**config.mk**
```make
export PLATFORM = sky130hd
export DESIGN_NAME = scan_obstacle_side_picker_unit
export DESIGN_NICKNAME = d
export VERILOG_FILES = /design/src/rtl/core/sosp_pkg.sv /design/src/rtl/core/scan_obstacle_side_picker_unit.sv /design/src/rtl/core/sosp_fifo.sv /design/src/rtl/core/sosp_front.sv /design/src/rtl/core/sosp_back.sv
export SDC_FILE = /design/constraint.sdc
export NUM_CORES = 2
export LEC_CHECK = 0
export ABC_CLOCK_PERIOD_IN_PS = 10240
export BUFFER_PORTS_ARGS = -buffer_cell sky130_fd_sc_hd__buf_2
export CAP_MARGIN = 20
export CORE_UTILIZATION = 25
export CTS_BUF_LIST = sky130_fd_sc_hd__clkbuf_8
export DETAILED_ROUTE_END_ITERATION = 12
export HOLD_SLACK_MARGIN = 0.02
export PLACE_DENSITY = 0.47
export SETUP_SLACK_MARGIN = 0.5
export SYNTH_ARGS = -nofsm -noshare
export SYNTH_HDL_FRONTEND = slang
export SYNTH_SLANG_ARGS = --single-unit
```
**constraint.sdc**
```tcl
create_clock -name clock -period 10.24 [get_ports clock]
set_clock_uncertainty 0.1 [all_clocks]
set_input_delay 0.512 -clock clock [delete_from_list [all_inputs] [get_ports clock]]
set_output_delay 0.512 -clock clock [all_outputs]
set_load 0.02 [all_outputs]
```
**src/rtl/core/sosp_pkg.sv**
```systemverilog
package sosp_pkg;

   localparam int RANGE_W       = 16;
   localparam int BEAM_COUNT_W  = 13;
   localparam int SECTOR_W      = 12;
   localparam int CSR_INDEX_W   = 3;
   localparam int CSR_DATA_W    = 16;

   // Register indexes of the configuration port
   localparam logic [CSR_INDEX_W-1:0] CSR_BEAM_COUNT        = 3'd0;
   localparam logic [CSR_INDEX_W-1:0] CSR_RANGE_MIN_MM      = 3'd1;
   localparam logic [CSR_INDEX_W-1:0] CSR_RANGE_MAX_MM      = 3'd2;
   localparam logic [CSR_INDEX_W-1:0] CSR_NEAR_THRESHOLD_MM = 3'd3;
   localparam logic [CSR_INDEX_W-1:0] CSR_FRONT_HALF_WIDTH  = 3'd4;
   localparam logic [CSR_INDEX_W-1:0] CSR_SIDE_OUTER_WIDTH  = 3'd5;

   // Register reset values
   localparam logic [BEAM_COUNT_W-1:0] BEAM_COUNT_RESET        = 13'd360;
   localparam logic [RANGE_W-1:0]      RANGE_MIN_RESET         = 16'd0;
   localparam logic [RANGE_W-1:0]      RANGE_MAX_RESET         = 16'd65535;
   localparam logic [RANGE_W-1:0]      NEAR_THRESHOLD_RESET    = 16'd500;
   localparam logic [SECTOR_W-1:0]     FRONT_HALF_WIDTH_RESET  = 12'd15;
   localparam logic [SECTOR_W-1:0]     SIDE_OUTER_WIDTH_RESET  = 12'd55;

   typedef struct packed {
      logic [RANGE_W-1:0] range_mm;
      logic               is_finite;
   } req_payload_type;

   typedef struct packed {
      logic obstacle_ahead;
      logic turn_clockwise;
   } rsp_payload_type;

   // One classified beam, passed from the front end to the accumulator
   typedef struct packed {
      logic [RANGE_W-1:0] range_mm;
      logic               near_hit;
      logic               left_hit;
      logic               right_hit;
      logic               last;
   } beam_class_type;

endpackage

```
**src/rtl/core/scan_obstacle_side_picker_unit.sv**
```systemverilog
// Obstacle side picker: takes the range samples of one laser scan in beam order, one
// per clock while req_full is low, and after the last beam of each scan gives one
// result: whether a near valid sample lay in the front window, and the turn direction
// toward the side sector with the larger mean range (left on a tie, previous direction
// when nothing is near). The front end classifies each sample against the registers as
// it is accepted, so a register write takes effect from the next sample on; a four-entry
// queue separates it from the accumulator, which keeps the sector sums and then compares
// the means through two registered multipliers. Sustained rate is one sample per cycle
// with no gaps while the result side does not stall. Both queues hold four entries, so
// short stalls on the result side do not stop input.
module scan_obstacle_side_picker_unit
   import sosp_pkg::*;
#(
   parameter int MAX_BEAMS = 4096
) (
   input  logic                   clock,
   input  logic                   reset,
   input  logic                   req_push,
   output logic                   req_full,
   input  req_payload_type        req_payload,
   output logic                   rsp_empty,
   input  logic                   rsp_pop,
   output rsp_payload_type        rsp_payload,
   input  logic                   csr_valid,
   output logic                   csr_ready,
   input  logic [CSR_INDEX_W-1:0] csr_index,
   input  logic [CSR_DATA_W-1:0]  csr_wdata
);

   localparam int MID_DEPTH = 4;
   localparam int OUT_DEPTH = 4;

   logic            mid_push, mid_full, mid_pop, mid_empty;
   beam_class_type  mid_wdata, mid_rdata;
   logic            out_push, out_full;
   rsp_payload_type out_wdata;

   assign req_full = mid_full;

   sosp_front #(
      .MAX_BEAMS (MAX_BEAMS)
   ) u_front (
      .clock       (clock),
      .reset       (reset),
      .req_push    (req_push),
      .req_payload (req_payload),
      .csr_valid   (csr_valid),
      .csr_ready   (csr_ready),
      .csr_index   (csr_index),
      .csr_wdata   (csr_wdata),
      .mid_full    (mid_full),
      .mid_push    (mid_push),
      .mid_data    (mid_wdata)
   );

   sosp_fifo #(
      .T     (beam_class_type),
      .DEPTH (MID_DEPTH)
   ) u_mid_queue (
      .clock     (clock),
      .reset     (reset),
      .push      (mid_push),
      .push_data (mid_wdata),
      .full      (mid_full),
      .pop       (mid_pop),
      .pop_data  (mid_rdata),
      .empty     (mid_empty)
   );

   sosp_back #(
      .MAX_BEAMS (MAX_BEAMS)
   ) u_back (
      .clock     (clock),
      .reset     (reset),
      .mid_empty (mid_empty),
      .mid_data  (mid_rdata),
      .mid_pop   (mid_pop),
      .out_full  (out_full),
      .out_push  (out_push),
      .out_data  (out_wdata)
   );

   sosp_fifo #(
      .T     (rsp_payload_type),
      .DEPTH (OUT_DEPTH)
   ) u_rsp_queue (
      .clock     (clock),
      .reset     (reset),
      .push      (out_push),
      .push_data (out_wdata),
      .full      (out_full),
      .pop       (rsp_pop),
      .pop_data  (rsp_payload),
      .empty     (rsp_empty)
   );

endmodule

```
**src/rtl/core/sosp_fifo.sv**
```systemverilog
module sosp_fifo
   import sosp_pkg::*;
#(
   parameter type T     = logic,
   parameter int  DEPTH = 4
) (
   input  logic clock,
   input  logic reset,
   input  logic push,
   input  T     push_data,
   output logic full,
   input  logic pop,
   output T     pop_data,
   output logic empty
);

   localparam int PTR_W = (DEPTH > 1) ? $clog2(DEPTH) : 1;
   localparam int CNT_W = $clog2(DEPTH + 1);

   T                 entries_ff [DEPTH];
   logic [PTR_W-1:0] wr_ptr_ff, wr_ptr_in;
   logic [PTR_W-1:0] rd_ptr_ff, rd_ptr_in;
   logic [CNT_W-1:0] count_ff, count_in;
   logic             do_push, do_pop;

   assign full     = (count_ff == CNT_W'(DEPTH));
   assign empty    = (count_ff == '0);
   assign do_push  = push && !full;
   assign do_pop   = pop && !empty;
   assign pop_data = entries_ff[rd_ptr_ff];

   always_comb begin
      wr_ptr_in = wr_ptr_ff;
      rd_ptr_in = rd_ptr_ff;
      count_in  = count_ff;
      if (do_push) begin
         wr_ptr_in = (wr_ptr_ff == PTR_W'(DEPTH - 1)) ? '0 : wr_ptr_ff + PTR_W'(1);
      end
      if (do_pop) begin
         rd_ptr_in = (rd_ptr_ff == PTR_W'(DEPTH - 1)) ? '0 : rd_ptr_ff + PTR_W'(1);
      end
      if (do_push && !do_pop) begin
         count_in = count_ff + CNT_W'(1);
      end else if (do_pop && !do_push) begin
         count_in = count_ff - CNT_W'(1);
      end
   end

   always_ff @(posedge clock) begin
      if (reset) begin
         wr_ptr_ff <= '0;
         rd_ptr_ff <= '0;
         count_ff  <= '0;
      end else begin
         wr_ptr_ff <= wr_ptr_in;
         rd_ptr_ff <= rd_ptr_in;
         count_ff  <= count_in;
      end
   end

   always_ff @(posedge clock) begin
      if (do_push) begin
         entries_ff[wr_ptr_ff] <= push_data;
      end
   end

endmodule

```
**src/rtl/core/sosp_front.sv**
```systemverilog
module sosp_front
   import sosp_pkg::*;
#(
   parameter int MAX_BEAMS = 4096
) (
   input  logic                   clock,
   input  logic                   reset,
   input  logic                   req_push,
   input  req_payload_type        req_payload,
   input  logic                   csr_valid,
   output logic                   csr_ready,
   input  logic [CSR_INDEX_W-1:0] csr_index,
   input  logic [CSR_DATA_W-1:0]  csr_wdata,
   input  logic                   mid_full,
   output logic                   mid_push,
   output beam_class_type         mid_data
);

   localparam int PW = $clog2(MAX_BEAMS);
   localparam int NW = PW + 1;
   localparam int BW = (NW > BEAM_COUNT_W) ? NW : BEAM_COUNT_W;
   localparam int SW = BW + 2;

   logic [BEAM_COUNT_W-1:0] beam_count_ff;
   logic [RANGE_W-1:0]      range_min_ff;
   logic [RANGE_W-1:0]      range_max_ff;
   logic [RANGE_W-1:0]      near_threshold_ff;
   logic [SECTOR_W-1:0]     front_half_width_ff;
   logic [SECTOR_W-1:0]     side_outer_width_ff;

   logic [PW-1:0]        pos_ff, pos_in;
   logic [BW-1:0]        bc_ext, n_sat;
   logic signed [SW-1:0] pos_s, n_s, c_s, fw_s, ow_s;
   logic                 sample_ok, in_front, in_left, in_right, last;
   logic                 accept;

   assign csr_ready = 1'b1;

   always_ff @(posedge clock) begin
      if (reset) begin
         beam_count_ff       <= BEAM_COUNT_RESET;
         range_min_ff        <= RANGE_MIN_RESET;
         range_max_ff        <= RANGE_MAX_RESET;
         near_threshold_ff   <= NEAR_THRESHOLD_RESET;
         front_half_width_ff <= FRONT_HALF_WIDTH_RESET;
         side_outer_width_ff <= SIDE_OUTER_WIDTH_RESET;
      end else if (csr_valid) begin
         unique case (csr_index)
            CSR_BEAM_COUNT:        beam_count_ff       <= csr_wdata[BEAM_COUNT_W-1:0];
            CSR_RANGE_MIN_MM:      range_min_ff        <= csr_wdata;
            CSR_RANGE_MAX_MM:      range_max_ff        <= csr_wdata;
            CSR_NEAR_THRESHOLD_MM: near_threshold_ff   <= csr_wdata;
            CSR_FRONT_HALF_WIDTH:  front_half_width_ff <= csr_wdata[SECTOR_W-1:0];
            CSR_SIDE_OUTER_WIDTH:  side_outer_width_ff <= csr_wdata[SECTOR_W-1:0];
            default: ;
         endcase
      end
   end

   // Scan length saturated to one..MAX_BEAMS
   always_comb begin
      bc_ext = BW'(beam_count_ff);
      if (bc_ext == '0) begin
         n_sat = BW'(1);
      end else if (bc_ext > BW'(MAX_BEAMS)) begin
         n_sat = BW'(MAX_BEAMS);
      end else begin
         n_sat = bc_ext;
      end
   end

   always_comb begin
      pos_s = $signed(SW'(pos_ff));
      n_s   = $signed(SW'(n_sat));
      c_s   = $signed(SW'(n_sat >> 1));
      fw_s  = $signed(SW'(front_half_width_ff));
      ow_s  = $signed(SW'(side_outer_width_ff));

      sample_ok = req_payload.is_finite
               && (req_payload.range_mm > range_min_ff)
               && (req_payload.range_mm < range_max_ff);
      in_front  = (pos_s >= c_s - fw_s) && (pos_s < c_s + fw_s);
      in_left   = (pos_s >= c_s + fw_s) && (pos_s < c_s + ow_s);
      in_right  = (pos_s >= c_s - ow_s) && (pos_s < c_s - fw_s);
      last      = (pos_s >= n_s - $signed(SW'(1)));
   end

   assign accept   = req_push && !mid_full;
   assign mid_push = accept;

   always_comb begin
      mid_data.range_mm  = req_payload.range_mm;
      mid_data.near_hit  = sample_ok && in_front && (req_payload.range_mm < near_threshold_ff);
      mid_data.left_hit  = sample_ok && in_left;
      mid_data.right_hit = sample_ok && in_right;
      mid_data.last      = last;
   end

   always_comb begin
      pos_in = pos_ff;
      if (accept) begin
         pos_in = last ? '0 : pos_ff + PW'(1);
      end
   end

   always_ff @(posedge clock) begin
      if (reset) begin
         pos_ff <= '0;
      end else begin
         pos_ff <= pos_in;
      end
   end

endmodule

```
**src/rtl/core/sosp_back.sv**
```systemverilog
module sosp_back
   import sosp_pkg::*;
#(
   parameter int MAX_BEAMS = 4096
) (
   input  logic            clock,
   input  logic            reset,
   input  logic            mid_empty,
   input  beam_class_type  mid_data,
   output logic            mid_pop,
   input  logic            out_full,
   output logic            out_push,
   output rsp_payload_type out_data
);

   localparam int CW    = $clog2(MAX_BEAMS);
   localparam int SUMW  = RANGE_W + CW;
   localparam int PRODW = SUMW + CW;

   logic [SUMW-1:0]  lsum_ff, lsum_in, rsum_ff, rsum_in, lsum_next, rsum_next;
   logic [CW-1:0]    lcnt_ff, lcnt_in, rcnt_ff, rcnt_in, lcnt_next, rcnt_next;
   logic             near_ff, near_in, near_next;

   logic             a_valid_ff, a_near_ff;
   logic [SUMW-1:0]  a_lsum_ff, a_rsum_ff;
   logic [CW-1:0]    a_lcnt_ff, a_rcnt_ff;
   logic [CW-1:0]    a_lcnt_nz, a_rcnt_nz;

   logic             b_valid_ff, b_near_ff;
   logic [PRODW-1:0] b_lprod_ff, b_rprod_ff;

   logic             turn_ff, turn_new;
   logic             advance, take_left, take_right;

   // Hold every stage while a finished result cannot enter the output queue
   assign advance    = !(b_valid_ff && out_full);
   assign mid_pop    = !mid_empty && advance;
   assign take_left  = mid_pop && mid_data.left_hit;
   assign take_right = mid_pop && mid_data.right_hit;

   always_comb begin
      lsum_next = lsum_ff + (take_left  ? SUMW'(mid_data.range_mm) : '0);
      rsum_next = rsum_ff + (take_right ? SUMW'(mid_data.range_mm) : '0);
      lcnt_next = lcnt_ff + CW'(take_left);
      rcnt_next = rcnt_ff + CW'(take_right);
      near_next = near_ff || (mid_pop && mid_data.near_hit);

      lsum_in = lsum_ff;
      rsum_in = rsum_ff;
      lcnt_in = lcnt_ff;
      rcnt_in = rcnt_ff;
      near_in = near_ff;
      if (mid_pop) begin
         if (mid_data.last) begin
            lsum_in = '0;
            rsum_in = '0;
            lcnt_in = '0;
            rcnt_in = '0;
            near_in = 1'b0;
         end else begin
            lsum_in = lsum_next;
            rsum_in = rsum_next;
            lcnt_in = lcnt_next;
            rcnt_in = rcnt_next;
            near_in = near_next;
         end
      end
   end

   always_ff @(posedge clock) begin
      if (reset) begin
         lsum_ff <= '0;
         rsum_ff <= '0;
         lcnt_ff <= '0;
         rcnt_ff <= '0;
         near_ff <= 1'b0;
      end else begin
         lsum_ff <= lsum_in;
         rsum_ff <= rsum_in;
         lcnt_ff <= lcnt_in;
         rcnt_ff <= rcnt_in;
         near_ff <= near_in;
      end
   end

   // Snapshot of a finished scan
   always_ff @(posedge clock) begin
      if (reset) begin
         a_valid_ff <= 1'b0;
      end else if (advance) begin
         a_valid_ff <= mid_pop && mid_data.last;
      end
   end

   always_ff @(posedge clock) begin
      if (advance) begin
         a_lsum_ff <= lsum_next;
         a_rsum_ff <= rsum_next;
         a_lcnt_ff <= lcnt_next;
         a_rcnt_ff <= rcnt_next;
         a_near_ff <= near_next;
      end
   end

   // An empty sector compares as mean zero: its sum is zero, take count one
   assign a_lcnt_nz = (a_lcnt_ff == '0) ? CW'(1) : a_lcnt_ff;
   assign a_rcnt_nz = (a_rcnt_ff == '0) ? CW'(1) : a_rcnt_ff;

   always_ff @(posedge clock) begin
      if (reset) begin
         b_valid_ff <= 1'b0;
      end else if (advance) begin
         b_valid_ff <= a_valid_ff;
      end
   end

   always_ff @(posedge clock) begin
      if (advance) begin
         b_lprod_ff <= PRODW'(a_lsum_ff) * PRODW'(a_rcnt_nz);
         b_rprod_ff <= PRODW'(a_rsum_ff) * PRODW'(a_lcnt_nz);
         b_near_ff  <= a_near_ff;
      end
   end

   // Turn right only when the right mean is strictly larger; keep direction without obstacle
   assign turn_new = b_near_ff ? (b_lprod_ff < b_rprod_ff) : turn_ff;

   always_ff @(posedge clock) begin
      if (reset) begin
         turn_ff <= 1'b0;
      end else if (advance && b_valid_ff) begin
         turn_ff <= turn_new;
      end
   end

   assign out_push = b_valid_ff && advance;

   always_comb begin
      out_data.obstacle_ahead = b_near_ff;
      out_data.turn_clockwise = turn_new;
   end

endmodule

```
==> summary.txt <==
STA
  • Unrepaired setup endpoints after global routing: no
  • Slew headroom: 25.81%
  • Hold violation total from the final report: 0
  • Worst Max-Slew Pin Slew: 1113 ps
  • Final min period: 7101 ps
  • Post-route clock period utilization: 69.34%
  • Setup TNS: 0 ps
  • Final Setup Violations: 0
  • Peak Freq: 0.1408 GHz
  • Final hold slack: 231.9 ps
  • Final Max Slew Viols: 0

Yosys
  • Post-Syn Area: 44330 sq um
  • Unique masters post-synth: 91
  • Syn nets: 5635
  • Ys Warns: 0
  • Main synth FF type: edfxtp_1
  • Synthesized area per cell: 9.499 sq um
  • Post-synth EDFFs: 250
  • Asr flop ratio synth: 0%
  • Sequential-to-total area share from yosys stat: 25.92%
  • Synthesis-stage register bit count: 449
  • Cells after Synth: 4667

Run status
  • Run status: finished clean

Global routing
  • GRT overflow: 0
  • Number of global-route vias before repair: 33250
  • Largest net degree at the start of global routing: 163
  • Global-route wire length before repair: 187100 um
  • Gr usage total: 13.25%
  • Initial antenna violation count: 3

CTS
  • H-tree depth: 3
  • Resized Gates After CTS: 0
  • Total CTS buffers: 83
  • Sink Count: 449
  • CTS clock-pin slew for the worst setup and hold paths: 70 ps
  • Root buf cell: clkbuf_8
  • CTS Buffer Depth: 3
  • Clk_lat worst skew: 740 ps
  • CTS tree: yes

Setup path
  • CP startpoint: u_back.a_rcnt_ff[2]
  • R2R Path Start: u_back.a_rcnt_ff[2]
  • CP Max Fanout: 29
  • Crit path cell chain: nor4_1, a31o_2, nand2_1, fa_1, fa_1, inv_1, fa_1, inv_1, fa_1, inv_1, ha_1, nand4_1, nor3b_1, o32ai_1, a31oi_1, a31oi_1, nand2b_1, a21oi_1, o221ai_1, xnor2_1
  • Crit path top cell by count: fa_1
  • Crit-path max cell delay: 830 ps
  • WS Path Type: reg2reg
  • Worst Setup End Kind: flip-flop
  • Worst setup SP type: flip-flop
  • Worst Path Arrival: 7450 ps
  • Slowest cell on crit path: edfxtp_1
  • Worst EP required: 10590 ps

Pwr
  • LEAKAGE: 22.57 nW
  • Maximum vdd drop: 0.1192 mV
  • PwrDens: 128.2 nW/um^2

Finish
  • Ratio of cells with drive above 1 in the final layout: 5.419%
  • Final std cells w/o fill: 7067
  • Layout net count: 5625
  • Fillcell total: 18830
  • P&R area growth vs syn: 10.81%

Floorplan
  • Die area: 179000 sq um
  • Die Wd: 423.1 um
  • Die Span Y: 423.1 um
  • Row Count: 154
  • Io pins: 46
  • Starting density of the core: 25.17%
  • Area of the core: 176100 sq um

Placed design
  • Port bufs: 44
  • Dpl cells: 6874
  • DP HPWL: 88570 um
  • GPL Wtd Cong: 0.8235

Routing
  • Final WL: 117300 um
  • WL/cell: 16.60 um
  • Initial drt markers: 1524
  • DRC: 0
  • Vias per cell: 4.441
  • DRT Pass-1 Iters: 6
  • DR vias: 31390
  • Detail Route Antenna Nets: 0

Flow run
  • MaxCap Viol Count: 0

Min path
  • Hold wc startpoint: csr_index[1]
  • Worst min path class: in2reg
[per-layer routing]
layer  up-vias  track usage [%]  share of wire (%)  routed length, um
met3       159            1.915                3.4               4021
met4         0            4.176                2.9               3448
met1     15630            17.19                 46              54070
met2       465            22.54                 48              55740
met5         -                0                  0                  0
li1      15130                -                  -                  -
[final cells by class]
class / count / area, sq um / share of cell area (%)
multi-input combinational: 3300 / 29400 / 59.84
sequential: 449 / 11490 / 23.39
tap: 2340 / 2928 / 5.960
inverter: 709 / 2661 / 5.417
clock buffer: 84 / 1156 / 2.353
timing repair buffer: 114 / 947.2 / 1.928
clock inverter: 68 / 536.8 / 1.093
antenna: 3 / 7.507 / 0.01528
[synth_stat cells (9+ instances only)]
cell type / n / area [sq um]
nor2b_1: 41 / 256.5
a31oi_1: 19 / 118.9
nand2b_1: 42 / 262.8
a211oi_1: 16 / 120.1
clkbuf_1: 198 / 743.2
o21ai_0: 95 / 475.5
nor4_1: 14 / 87.58
o21bai_1: 15 / 112.6
mux4_2: 22 / 495.5
a211o_1: 29 / 254.0
xor2_1: 58 / 508.0
nand3b_1: 18 / 135.1
or3_1: 18 / 112.6
nor2_1: 222 / 833.3
a22oi_1: 40 / 300.3
xnor2_1: 131 / 1147
nand3_1: 52 / 260.3
nand4_1: 22 / 137.6
nand2_1: 618 / 2320
o21a_1: 32 / 240.2
and2_1: 301 / 1883
ha_1: 399 / 4992
inv_1: 708 / 2658
nor3_2: 9 / 90.09
a21oi_1: 219 / 1096
and3_1: 52 / 325.3
o211ai_1: 13 / 97.59
nor3_1: 44 / 220.2
o21ai_1: 20 / 100.1
a21o_1: 80 / 600.6
edfxtp_1: 250 / 7507
dfxtp_1: 199 / 3984
fa_1: 528 / 10570
[flip-flops by register name, indices dropped and copies added, names as in the netlist, 8 cells and up, named ones only]
register	cells
u_back.a_lcnt_ff	12
u_back.a_lsum_ff	28
u_back.a_rcnt_ff	12
u_back.a_rsum_ff	28
u_back.b_lprod_ff	40
u_back.b_rprod_ff	40
u_back.lcnt_ff	12
u_back.lsum_ff	28
u_back.rcnt_ff	12
u_back.rsum_ff	28
u_front.bc_ext	13
u_front.front_half_width_ff	12
u_front.near_threshold_ff	16
u_front.pos_ff	12
u_front.range_max_ff	16
u_front.range_min_ff	16
u_front.side_outer_width_ff	12
u_mid_queue.entries_ff	80
u_rsp_queue.entries_ff	8
[critical path: cells and delay by family (launching register included)]
family / cells / cell delay [ps]
DFF: 1 / 830
buffers and inverters: 3 / 150
and+or+nand+nor: 5 / 1230
xor gates and xnor gates: 1 / 140
adders and majority gates: 5 / 2450
AOI/OAI and AO/OA: 6 / 1870
[timing repair]
item	4_1_cts	5_1_grt
hold buffers	33	0
buffers inserted	0	0
endpoints found under the hold margin	143	0
[cells in the final DEF, fill, tap and decap left out, types with 8 or more instances in the layout]
cell / instances
nand4_1: 22
and2_1: 301
inv_1: 734
o21ai_1: 20
a211oi_1: 16
o21bai_1: 15
clkbuf_8: 84
nand3_1: 51
clkinv_2: 8
mux4_2: 22
or3_1: 18
a22o_1: 8
nor4_1: 14
ha_1: 399
a211o_1: 29
nor2b_1: 41
a21o_1: 80
a21oi_1: 219
a22oi_1: 40
nand3b_1: 18
buf_4: 31
dlygate4sd3_1: 33
nor2_1: 220
xnor2_1: 131
nand2b_1: 42
and3_1: 52
o21a_1: 32
buf_2: 43
clkinv_1: 15
o21ai_0: 95
nand2_1: 618
a31oi_1: 19
nor3_1: 44
o211ai_1: 13
nor3_2: 9
edfxtp_1: 250
fa_1: 528
xor2_1: 58
dfxtp_1: 199
[worst paths after layout]
kind                                 to  slack, ps  cells past startpoint
setup / recovery  u_back.b_lprod_ff[39]       3140                     20
hold / removal        u_front.bc_ext[7]        230                      5
setup reg to reg  u_back.b_lprod_ff[39]       3140                     20
hold reg to reg        u_back.b_near_ff        320                      0
[logic make-up after synthesis]
group / share of synthesized area [%]
simple gates: 16.16
fa+ha+maj: 35.10
xor+xnor: 3.734
compound gates: 9.977
mux: 1.279
flops: 25.92
buf+inv: 7.821
other cells: 0.008459
[through the flow]
step	power [W]	utilization, %	setup WS (ps)	cell area (sq um)
finish	0.006299	27.89	3139	49120
global route	0.006745	27.89	2514	49120
CTS	0.006412	27.81	3172	48980
detailed placement	0.004524	26.66	3219	46960
global placement	0.004498	26.66	3318	46960
floorplan	0.003750	-	2345	44330
[report_power, final]
part	total, W	switching, W	internal, W
logic	0.00200	0.00128	0.000725
registers	0.00248	0.000305	0.00217
clock network	0.00182	0.000864	0.000958
(Power assumes the default switching activity.)
